==> src/design/ssh_pkg.sv <==
package ssh_pkg;

	localparam int HEAP_DEPTH_DEF = 32;
	localparam int CoordW = 31;

	typedef struct packed {
		logic              cmd;
		logic [CoordW-1:0] left_edge;
		logic [CoordW-1:0] right_edge;
		logic [CoordW-1:0] bldg_height;
		logic              next_same_left;
	} in_item_t;

	typedef struct packed {
		logic [CoordW-1:0] point_x;
		logic [CoordW-1:0] point_height;
		logic              run_last;
		logic              heap_overflow;
	} out_item_t;

	// input command codes
	localparam logic CMD_BLDG  = 1'b0;
	localparam logic CMD_FLUSH = 1'b1;

	// source of an emitted key point
	typedef enum logic [1:0] {
		SRC_DROP,
		SRC_RISE,
		SRC_OVF
	} src_t;

	typedef enum logic [3:0] {
		S_IDLE,
		S_CHK,
		S_SCAN_A,
		S_POP_RD,
		S_POP_WR,
		S_B_CHK,
		S_SCAN_B,
		S_DROP,
		S_INS,
		S_SCAN_C,
		S_RISE,
		S_OVF,
		S_FIN
	} state_t;

	typedef struct packed {
		logic ld;
		logic scan_start;
		logic scan_run;
		logic set_gone;
		logic pop_rd;
		logic pop_wr;
		logic ins;
		logic set_ovf;
		logic cur_best;
		logic cur_zero;
		logic emit;
		src_t src;
		logic fin;
	} ctl_cmd_t;

	typedef struct packed {
		logic flush;
		logic count_zero;
		logic count_full;
		logic scan_done;
		logic best_lt_left;
		logic best_le_gone;
		logic cur_lt_best;
		logic cur_lt_gone;
		logic same_next;
		logic ovf;
		logic emitted;
		logic pend_v;
		logic out_free;
	} ctl_sts_t;

endpackage

==> src/design/skyline_sweep_heap_core.sv <==
// A top-of-heap scan reads the heap store through its registered read port, one read per
// cycle. Each retired top and each entry it covers adds a pop and another scan.
// One item in work at a time; points leave through an output register, stalls hold it.
// Reset clears control, fill count and skyline height; the heap store is not cleared.
module skyline_sweep_heap_core
	import ssh_pkg::*;
#(
	parameter int HEAP_DEPTH = HEAP_DEPTH_DEF
) (
	input  logic      clk,
	input  logic      arst_n,
	input  logic      bldg_valid,
	output logic      bldg_stall,
	input  in_item_t  bldg,
	output logic      point_valid,
	input  logic      point_stall,
	output out_item_t point
);

	ctl_cmd_t cmd;
	ctl_sts_t sts;

	ssh_ctrl u_ctrl (
		.clk        (clk),
		.arst_n     (arst_n),
		.bldg_valid (bldg_valid),
		.bldg_stall (bldg_stall),
		.sts        (sts),
		.cmd        (cmd)
	);

	ssh_dp #(
		.HEAP_DEPTH (HEAP_DEPTH)
	) u_dp (
		.clk         (clk),
		.arst_n      (arst_n),
		.cmd         (cmd),
		.sts         (sts),
		.bldg        (bldg),
		.point_stall (point_stall),
		.point_valid (point_valid),
		.point       (point)
	);

	// an accepted item holds off the next one
	a_busy_after_accept: assert property (@(posedge clk) disable iff (!arst_n)
		(bldg_valid && !bldg_stall) |=> bldg_stall)
		else $error("input taken while item in work");

	// a point is pushed only when the held point can move on
	a_emit_room: assert property (@(posedge clk) disable iff (!arst_n)
		cmd.emit |-> (!sts.pend_v || sts.out_free))
		else $error("point emitted without room");

	// no pop from an empty heap
	a_pop_nonempty: assert property (@(posedge clk) disable iff (!arst_n)
		cmd.pop_wr |-> !sts.count_zero)
		else $error("pop from empty heap");

	// no insert into a full heap
	a_ins_room: assert property (@(posedge clk) disable iff (!arst_n)
		cmd.ins |-> !sts.count_full)
		else $error("insert into full heap");

endmodule

==> src/design/ssh_dp.sv <==
module ssh_dp
	import ssh_pkg::*;
#(
	parameter int HEAP_DEPTH = HEAP_DEPTH_DEF
) (
	input  logic      clk,
	input  logic      arst_n,
	input  ctl_cmd_t  cmd,
	output ctl_sts_t  sts,
	input  in_item_t  bldg,
	input  logic      point_stall,
	output logic      point_valid,
	output out_item_t point
);

	localparam int CW = $clog2(HEAP_DEPTH + 1);
	localparam int IW = $clog2(HEAP_DEPTH);
	localparam int EW = 2 * CoordW;

	// heap store: {height, right edge}
	logic [EW-1:0] mem [HEAP_DEPTH];
	logic [EW-1:0] rdata_q;

	in_item_t          in_q;
	logic [CW-1:0]     count_q;
	logic [CW-1:0]     idx_q;
	logic              rd_v_s1;
	logic [IW-1:0]     rd_i_s1;
	logic [CoordW-1:0] best_h_q, best_r_q;
	logic [IW-1:0]     best_i_q;
	logic              best_v_q;
	logic [CoordW-1:0] cur_q, gone_h_q, gone_r_q;
	logic              ovf_q, emitted_q;
	logic              pend_v_q;
	out_item_t         pend_q;
	logic              out_v_q;
	out_item_t         out_q;

	logic              idx_lt;
	logic              rd_en;
	logic [IW-1:0]     raddr;
	logic              we;
	logic [IW-1:0]     waddr;
	logic [EW-1:0]     wdata;
	logic [CoordW-1:0] rd_h, rd_r;
	logic              rd_gt;
	logic              out_free;
	out_item_t         new_pt;

	assign idx_lt = idx_q < count_q;
	assign rd_en  = cmd.pop_rd | (cmd.scan_run & idx_lt);
	assign raddr  = cmd.pop_rd ? IW'(count_q - 1'b1) : idx_q[IW-1:0];
	assign we     = cmd.ins | cmd.pop_wr;
	assign waddr  = cmd.ins ? count_q[IW-1:0] : best_i_q;
	assign wdata  = cmd.ins ? {in_q.bldg_height, in_q.right_edge} : rdata_q;

	assign rd_h  = rdata_q[EW-1:CoordW];
	assign rd_r  = rdata_q[CoordW-1:0];
	assign rd_gt = (rd_h > best_h_q) || ((rd_h == best_h_q) && (rd_r > best_r_q));

	assign out_free = !out_v_q || !point_stall;

	// memory ports
	always_ff @(posedge clk) begin
		if (we) begin
			mem[waddr] <= wdata;
		end
		if (rd_en) begin
			rdata_q <= mem[raddr];
		end
	end

	// point to emit
	always_comb begin
		new_pt = '0;
		new_pt.heap_overflow = ovf_q;
		case (cmd.src)
			SRC_DROP: begin
				new_pt.point_x      = gone_r_q;
				new_pt.point_height = cur_q;
			end
			SRC_RISE: begin
				new_pt.point_x      = in_q.left_edge;
				new_pt.point_height = best_h_q;
			end
			SRC_OVF: begin
				new_pt.point_x      = in_q.left_edge;
				new_pt.point_height = cur_q;
			end
			default: begin
				new_pt.point_x      = in_q.left_edge;
				new_pt.point_height = cur_q;
			end
		endcase
	end

	// input latch
	always_ff @(posedge clk) begin
		if (cmd.ld) begin
			in_q <= bldg;
		end
	end

	// scan for the top entry, one read per cycle
	always_ff @(posedge clk or negedge arst_n) begin
		if (!arst_n) begin
			idx_q    <= '0;
			rd_v_s1  <= 1'b0;
			best_v_q <= 1'b0;
		end else if (cmd.scan_start) begin
			idx_q    <= '0;
			rd_v_s1  <= 1'b0;
			best_v_q <= 1'b0;
		end else if (cmd.scan_run) begin
			rd_v_s1 <= idx_lt;
			if (idx_lt) begin
				idx_q <= idx_q + 1'b1;
			end
			if (rd_v_s1 && (!best_v_q || rd_gt)) begin
				best_v_q <= 1'b1;
			end
		end
	end

	always_ff @(posedge clk) begin
		if (cmd.scan_run) begin
			if (idx_lt) begin
				rd_i_s1 <= idx_q[IW-1:0];
			end
			if (rd_v_s1 && (!best_v_q || rd_gt)) begin
				best_h_q <= rd_h;
				best_r_q <= rd_r;
				best_i_q <= rd_i_s1;
			end
		end
		if (cmd.set_gone) begin
			gone_h_q <= best_h_q;
			gone_r_q <= best_r_q;
		end
	end

	// heap fill and skyline state
	always_ff @(posedge clk or negedge arst_n) begin
		if (!arst_n) begin
			count_q   <= '0;
			cur_q     <= '0;
			ovf_q     <= 1'b0;
			emitted_q <= 1'b0;
		end else begin
			if (cmd.pop_wr) begin
				count_q <= count_q - 1'b1;
			end else if (cmd.ins) begin
				count_q <= count_q + 1'b1;
			end
			if (cmd.cur_zero) begin
				cur_q <= '0;
			end else if (cmd.cur_best) begin
				cur_q <= best_h_q;
			end
			if (cmd.ld) begin
				ovf_q     <= 1'b0;
				emitted_q <= 1'b0;
			end else begin
				if (cmd.set_ovf) begin
					ovf_q <= 1'b1;
				end
				if (cmd.emit) begin
					emitted_q <= 1'b1;
				end
			end
		end
	end

	// one point held back so the last one can be marked
	always_ff @(posedge clk or negedge arst_n) begin
		if (!arst_n) begin
			pend_v_q <= 1'b0;
			out_v_q  <= 1'b0;
		end else begin
			out_v_q <= ((cmd.emit || cmd.fin) && pend_v_q) || (out_v_q && point_stall);
			if (cmd.emit) begin
				pend_v_q <= 1'b1;
			end else if (cmd.fin) begin
				pend_v_q <= 1'b0;
			end
		end
	end

	always_ff @(posedge clk) begin
		if ((cmd.emit || cmd.fin) && pend_v_q) begin
			out_q <= {pend_q.point_x, pend_q.point_height, cmd.fin, pend_q.heap_overflow};
		end
		if (cmd.emit) begin
			pend_q <= new_pt;
		end
	end

	assign point_valid = out_v_q;
	assign point       = out_q;

	// status
	assign sts.flush        = (in_q.cmd == CMD_FLUSH);
	assign sts.count_zero   = (count_q == '0);
	assign sts.count_full   = (count_q == CW'(HEAP_DEPTH));
	assign sts.scan_done    = !idx_lt && !rd_v_s1;
	assign sts.best_lt_left = best_r_q < in_q.left_edge;
	assign sts.best_le_gone = best_r_q <= gone_r_q;
	assign sts.cur_lt_best  = cur_q < best_h_q;
	assign sts.cur_lt_gone  = cur_q < gone_h_q;
	assign sts.same_next    = in_q.next_same_left;
	assign sts.ovf          = ovf_q;
	assign sts.emitted      = emitted_q;
	assign sts.pend_v       = pend_v_q;
	assign sts.out_free     = out_free;

endmodule

==> src/design/ssh_ctrl.sv <==
module ssh_ctrl
	import ssh_pkg::*;
(
	input  logic     clk,
	input  logic     arst_n,
	input  logic     bldg_valid,
	output logic     bldg_stall,
	input  ctl_sts_t sts,
	output ctl_cmd_t cmd
);

	state_t state_q, state_d;
	logic   can_emit;

	assign can_emit = !sts.pend_v || sts.out_free;

	always_ff @(posedge clk or negedge arst_n) begin
		if (!arst_n) begin
			state_q <= S_IDLE;
		end else begin
			state_q <= state_d;
		end
	end

	// next state
	always_comb begin
		state_d = state_q;
		case (state_q)
			S_IDLE: begin
				if (bldg_valid) state_d = S_CHK;
			end
			S_CHK: begin
				if (!sts.count_zero) state_d = S_SCAN_A;
				else if (sts.flush) state_d = S_FIN;
				else state_d = S_INS;
			end
			S_SCAN_A: begin
				if (sts.scan_done) begin
					state_d = (sts.flush || sts.best_lt_left) ? S_POP_RD : S_INS;
				end
			end
			S_POP_RD: state_d = S_POP_WR;
			S_POP_WR: state_d = S_B_CHK;
			S_B_CHK: begin
				state_d = sts.count_zero ? S_DROP : S_SCAN_B;
			end
			S_SCAN_B: begin
				if (sts.scan_done) begin
					state_d = sts.best_le_gone ? S_POP_RD : S_DROP;
				end
			end
			S_DROP: begin
				if (!sts.cur_lt_gone || can_emit) state_d = S_CHK;
			end
			S_INS:    state_d = S_SCAN_C;
			S_SCAN_C: begin
				if (sts.scan_done) state_d = S_RISE;
			end
			S_RISE: begin
				if (!(sts.cur_lt_best && !sts.same_next) || can_emit) state_d = S_OVF;
			end
			S_OVF: begin
				if (!(sts.ovf && !sts.emitted) || can_emit) state_d = S_FIN;
			end
			S_FIN: begin
				if (!sts.pend_v || sts.out_free) state_d = S_IDLE;
			end
			default: state_d = S_IDLE;
		endcase
	end

	// commands
	always_comb begin
		cmd        = '0;
		cmd.src    = SRC_DROP;
		bldg_stall = (state_q != S_IDLE);
		case (state_q)
			S_IDLE: begin
				cmd.ld = bldg_valid;
			end
			S_CHK: begin
				cmd.scan_start = !sts.count_zero;
			end
			S_SCAN_A: begin
				cmd.scan_run = 1'b1;
				cmd.set_gone = sts.scan_done && (sts.flush || sts.best_lt_left);
			end
			S_POP_RD: cmd.pop_rd = 1'b1;
			S_POP_WR: cmd.pop_wr = 1'b1;
			S_B_CHK: begin
				cmd.cur_zero   = sts.count_zero;
				cmd.scan_start = !sts.count_zero;
			end
			S_SCAN_B: begin
				cmd.scan_run = 1'b1;
				cmd.cur_best = sts.scan_done && !sts.best_le_gone;
			end
			S_DROP: begin
				cmd.src  = SRC_DROP;
				cmd.emit = sts.cur_lt_gone && can_emit;
			end
			S_INS: begin
				cmd.ins        = !sts.count_full;
				cmd.set_ovf    = sts.count_full;
				cmd.scan_start = 1'b1;
			end
			S_SCAN_C: cmd.scan_run = 1'b1;
			S_RISE: begin
				cmd.src      = SRC_RISE;
				cmd.emit     = sts.cur_lt_best && !sts.same_next && can_emit;
				cmd.cur_best = cmd.emit;
			end
			S_OVF: begin
				cmd.src  = SRC_OVF;
				cmd.emit = sts.ovf && !sts.emitted && can_emit;
			end
			S_FIN: begin
				cmd.cur_zero = sts.flush;
				cmd.fin      = sts.pend_v && sts.out_free;
			end
			default: ;
		endcase
	end

endmodule

==> config.mk <==
export PLATFORM = sky130hd
export DESIGN_NAME = skyline_sweep_heap_core
export DESIGN_NICKNAME = d
export VERILOG_FILES = /design/src/design/ssh_pkg.sv /design/src/design/skyline_sweep_heap_core.sv /design/src/design/ssh_dp.sv /design/src/design/ssh_ctrl.sv
export SDC_FILE = /design/constraint.sdc
export NUM_CORES = 2
export LEC_CHECK = 0
export BUFFER_PORTS_ARGS = -buffer_cell sky130_fd_sc_hd__buf_2
export CAP_MARGIN = 20
export CORE_MARGIN = 3
export CORE_UTILIZATION = 35
export DETAILED_ROUTE_END_ITERATION = 8
export PLACE_DENSITY = 0.49
export REMOVE_ABC_BUFFERS = 1
export SKIP_LAST_GASP = 1
export SYNTH_ARGS = -nofsm -noshare
export SYNTH_HDL_FRONTEND = slang
export SYNTH_SLANG_ARGS = --single-unit
==> constraint.sdc <==
create_clock -name clk -period 9.1 [get_ports clk]
set_clock_uncertainty 0.2 [all_clocks]
set_input_delay 1.82 -clock clk [delete_from_list [all_inputs] [get_ports clk]]
set_output_delay 1.82 -clock clk [all_outputs]
set_load 0.05 [all_outputs]
==> run_results.csv <==
group,metric,value,unit
drt,drt_first_iter_violations,5431,
cells_and_area,fillerInstances,24710,
logic_synthesis,yosys.cell_count.top_type,"edfxtp_1",
logic_synthesis,synthMuxAreaShare,12.90,%
logic_synthesis,mappedNetlistArea,0.09707,mm²
floorplanning,initial_core_util,35.32,%
sta,drv_slew,0,
cells_and_area,final_layout_size_suffix_gt1_share,22.24,%
clock_tree,htree_num_levels,5,
drt,detailroute.via_count,50000,
floorplanning,top_level_ports,165,
logic_synthesis,post_synth_fa_ha_maj_area_fraction,2.462,%
worst_setup_path,worstSetupPathType,"register to register",
sta,relative_slew_margins,24.19,%
worst_setup_path,cp_data_required_time,9.38,ns
sta,final.period_utilization,60.20,%
pwr,power.leakage,29.10,nW
drt,viasPerCell,5.373,
sta,final_hold_viols,0,
global_routing,antenna_violations_before_repair,14,
logic_synthesis,yosys_register_bits,2455,
place,place.detailed.instances,8804,
sta,period_needed,5.478,ns
logic_synthesis,netlist.area_leader.share,74.30,%
worst_setup_path,critPathArrivalTime,5.76,ns
clock_tree,cts_resized,0,
logic_synthesis,ys_types,62,
logic_synthesis,syn_inst,5055,
global_routing,grt_start_max_net_pins,126,
pwr,post-layout-total-power,0.02285,W
drt,drt_drc_violations_left,0,
floorplanning,core_region_area,0.2748,mm²
clock_tree,cts_tree,"built",
logic_synthesis,synth_top_family_by_area,"multiplexers",
cells_and_area,finish.cell_count_without_fillers,9305,
sta,max_slew.worst_pin.slew,1.137,ns
drt,drt.antenna.violating_nets,0,
cells_and_area,seqCellArea,0.07346,mm²
worst_setup_path,path_max_fanout,30,
worst_setup_path,start_kind,"register",
logic_synthesis,synth_compound_area_share,2.051,%
clock_tree,cts.root.buffer_cell,"clkbuf_16",
place,placement.io_buffers,164,
sta,fmax,182.5,MHz
worst_setup_path,worst_setup_path_end_kind,"register",
sta,rsz0062_at_grt,"false",
clock_tree,clkSlewWorstSetupHoldPaths,0.06,ns
logic_synthesis,synth.top_cells.by_count,"2402 x edfxtp_1, 646 x nand2_1, 496 x mux4_2",
clock_tree,post_cts.repair.setup_buffers,0,
sta,setup_ws,3.622,ns
run,maxCapViolCount,0,
global_routing,grt_use_total,20.27,%
pwr,power_density,204.9,mW/mm²
floorplanning,row_count,192,
global_routing,grt_overflow_total,0,
place,preCtsSetupSlack,3.580,ns
cells_and_area,flow.area_growth_from_synthesis,14.90,%
global_routing,grt_pass1_wl,407700,µm
logic_synthesis,synthArstFlopShare,2.159,%
drt,routed_wirelength,292300,µm
clock_tree,clock_insertion_delay_worst_skew,0.89,ns
global_routing,grt_pass1_vias,50890,
clock_tree,clock_tree.buffer_depth,4,
outcome,status,"completed",
logic_synthesis,ys_seq_area_share,75.67,%
clock_tree,clock_sink_count,2455,
drt,wire_per_inst,31.41,µm
logic_synthesis,synth_simple_gate_area_share,4.857,%
logic_synthesis,netlist_top_cells_area,"edfxtp_1 74%, mux4_2 12%, nand2_1 2.5%",
logic_synthesis,yosysTopAreaCell,"edfxtp_1",
logic_synthesis,synth_area_per_cell,19.20,µm²
hold_path,min_path_type,"register to register",
logic_synthesis,ys_warn_count,0,
place,detailed_place_hpwl,157200,µm
clock_tree,post_cts_hold_buffer_count,0,
floorplanning,die_x,532.6,µm
clock_tree,cts-buffers-inserted,279,
place,gp_congestion,0.7842,
logic_synthesis,synth-main-ff-cell,"edfxtp_1",
drt,drt_pre_antenna_iters,5,
cells_and_area,layout.nets,5699,
sta,setup-violations-final,0,
floorplanning,dieArea,0.2837,mm²
logic_synthesis,synth-edff-count,2402,
pwr,vdd_drop_max,0.1219,mV
logic_synthesis,synth_xor_xnor_area_share,0.09022,%
floorplanning,die_height,532.6,µm
cells_and_area,multi_input_area,0.02210,mm²
## layer usage
layer | part of all wire [%] | GRT usage [%] | vias up
met5 | 0 | 0 | -
met4 | 2.3 | 4.898 | 0
met3 | 5.7 | 2.610 | 355
met2 | 49 | 33.29 | 1700
met1 | 43 | 28.71 | 27020
li1 | - | - | 20920
## cell families after synthesis
group | Yosys count
XOR/XNOR | 10
buffers and inverters | 396
AO/OA/AOI/OAI | 302
multiplexers | 627
AND/OR/NAND/NOR | 1074
flip-flops | 2455
adder cells (fa/ha/maj) | 191
## stage by stage
stage / utilization, % / cell area [µm²] / TNS, ns / hold slack, ns
2_1_floorplan: - / 95820 / -2496.13 / 0.2003
3_3_place_gp: 37.38 / 102700 / 0 / 0.2040
3_5_place_dp: 37.41 / 102800 / 0 / 0.2045
4_1_cts: 40.49 / 111300 / 0 / 0.2120
5_1_grt: 40.58 / 111500 / 0 / 0.2258
6_report: 40.58 / 111500 / 0 / 0.2186
## final cells by class
type / count / share of cell area (%)
clock buffers: 357 / 6.597
inverters: 174 / 0.5878
diodes: 4 / 0.008974
multi-input cells: 2204 / 19.81
flip-flops and latches: 2455 / 65.86
well taps: 3686 / 4.135
clock inverters: 130 / 0.9973
repair buffers: 295 / 2.004
## power breakdown
part | total, W | switching [W] | internal (W)
Sequential | 0.0122 | 0.0000000000000000000156 | 0.0122
Clock | 0.0106 | 0.00460 | 0.00599
Combinational | 0.0000348 | 0.0000198 | 0.0000149
Total | 0.0229 | 0.00462 | 0.0182
## state kept, by name, indices dropped and copies added, names as in the netlist, 5 cells and up
register / flops
u_dp.mem: 1984
u_dp.in_q: 93
u_dp.point: 64
u_dp.pend_q: 63
u_dp.rdata_q: 62
u_dp.best_h_q: 31
u_dp.best_r_q: 31
u_dp.cur_q: 31
u_dp.gone_h_q: 31
u_dp.gone_r_q: 31
u_dp.count_q: 6
u_dp.idx_q: 6
u_dp.best_i_q: 5
u_dp.rd_i_s1: 5
## placed cells by master, fill, tap and decap left out, types with 27 or more instances in the layout
cell and instances:
edfxtp_1 2402, nand2_1 645, mux4_2 496, clkbuf_16 282
ha_1 191, inv_1 173, buf_2 164, nand3_1 146
buf_4 102, mux2i_1 95, a21oi_1 79, o21ai_0 73
clkbuf_1 73, and3_1 68, a32oi_1 65, dfrtp_1 53
clkinv_1 49, nor2_1 47, clkinv_2 40, nor2_4 38
nand2b_1 37, mux2_2 35, nand4_1 27
## critical path, stage by stage (launching register included)
cell and delay [ns]:
dfrtp_1 0.47, inv_1 0.22, ha_1 0.26, nor4b_1 0.57, nand2_1 0.22, nand3_4 0.49, a32o_1 0.35, nand2_1 0.28
nor2_4 0.68, buf_4 0.58, buf_4 0.69
## path summary, 6_finish.rpt
path	startpoint	to	slack [ns]	depth (start not counted)
max in group asynchronous	arst_n	u_dp.cur_q[2]	7.06	2
min in group asynchronous	arst_n	u_dp.count_q[1]	0.97	2
setup / recovery	u_dp.count_q[0]	u_dp.mem[23][20]	3.62	10
setup reg to reg	u_dp.count_q[0]	u_dp.mem[23][20]	3.62	10
hold reg to reg	u_dp.pend_q[9]	u_dp.point[9]	0.22	0
hold / removal	u_dp.pend_q[9]	u_dp.point[9]	0.22	0
(Power assumes the default switching activity.)
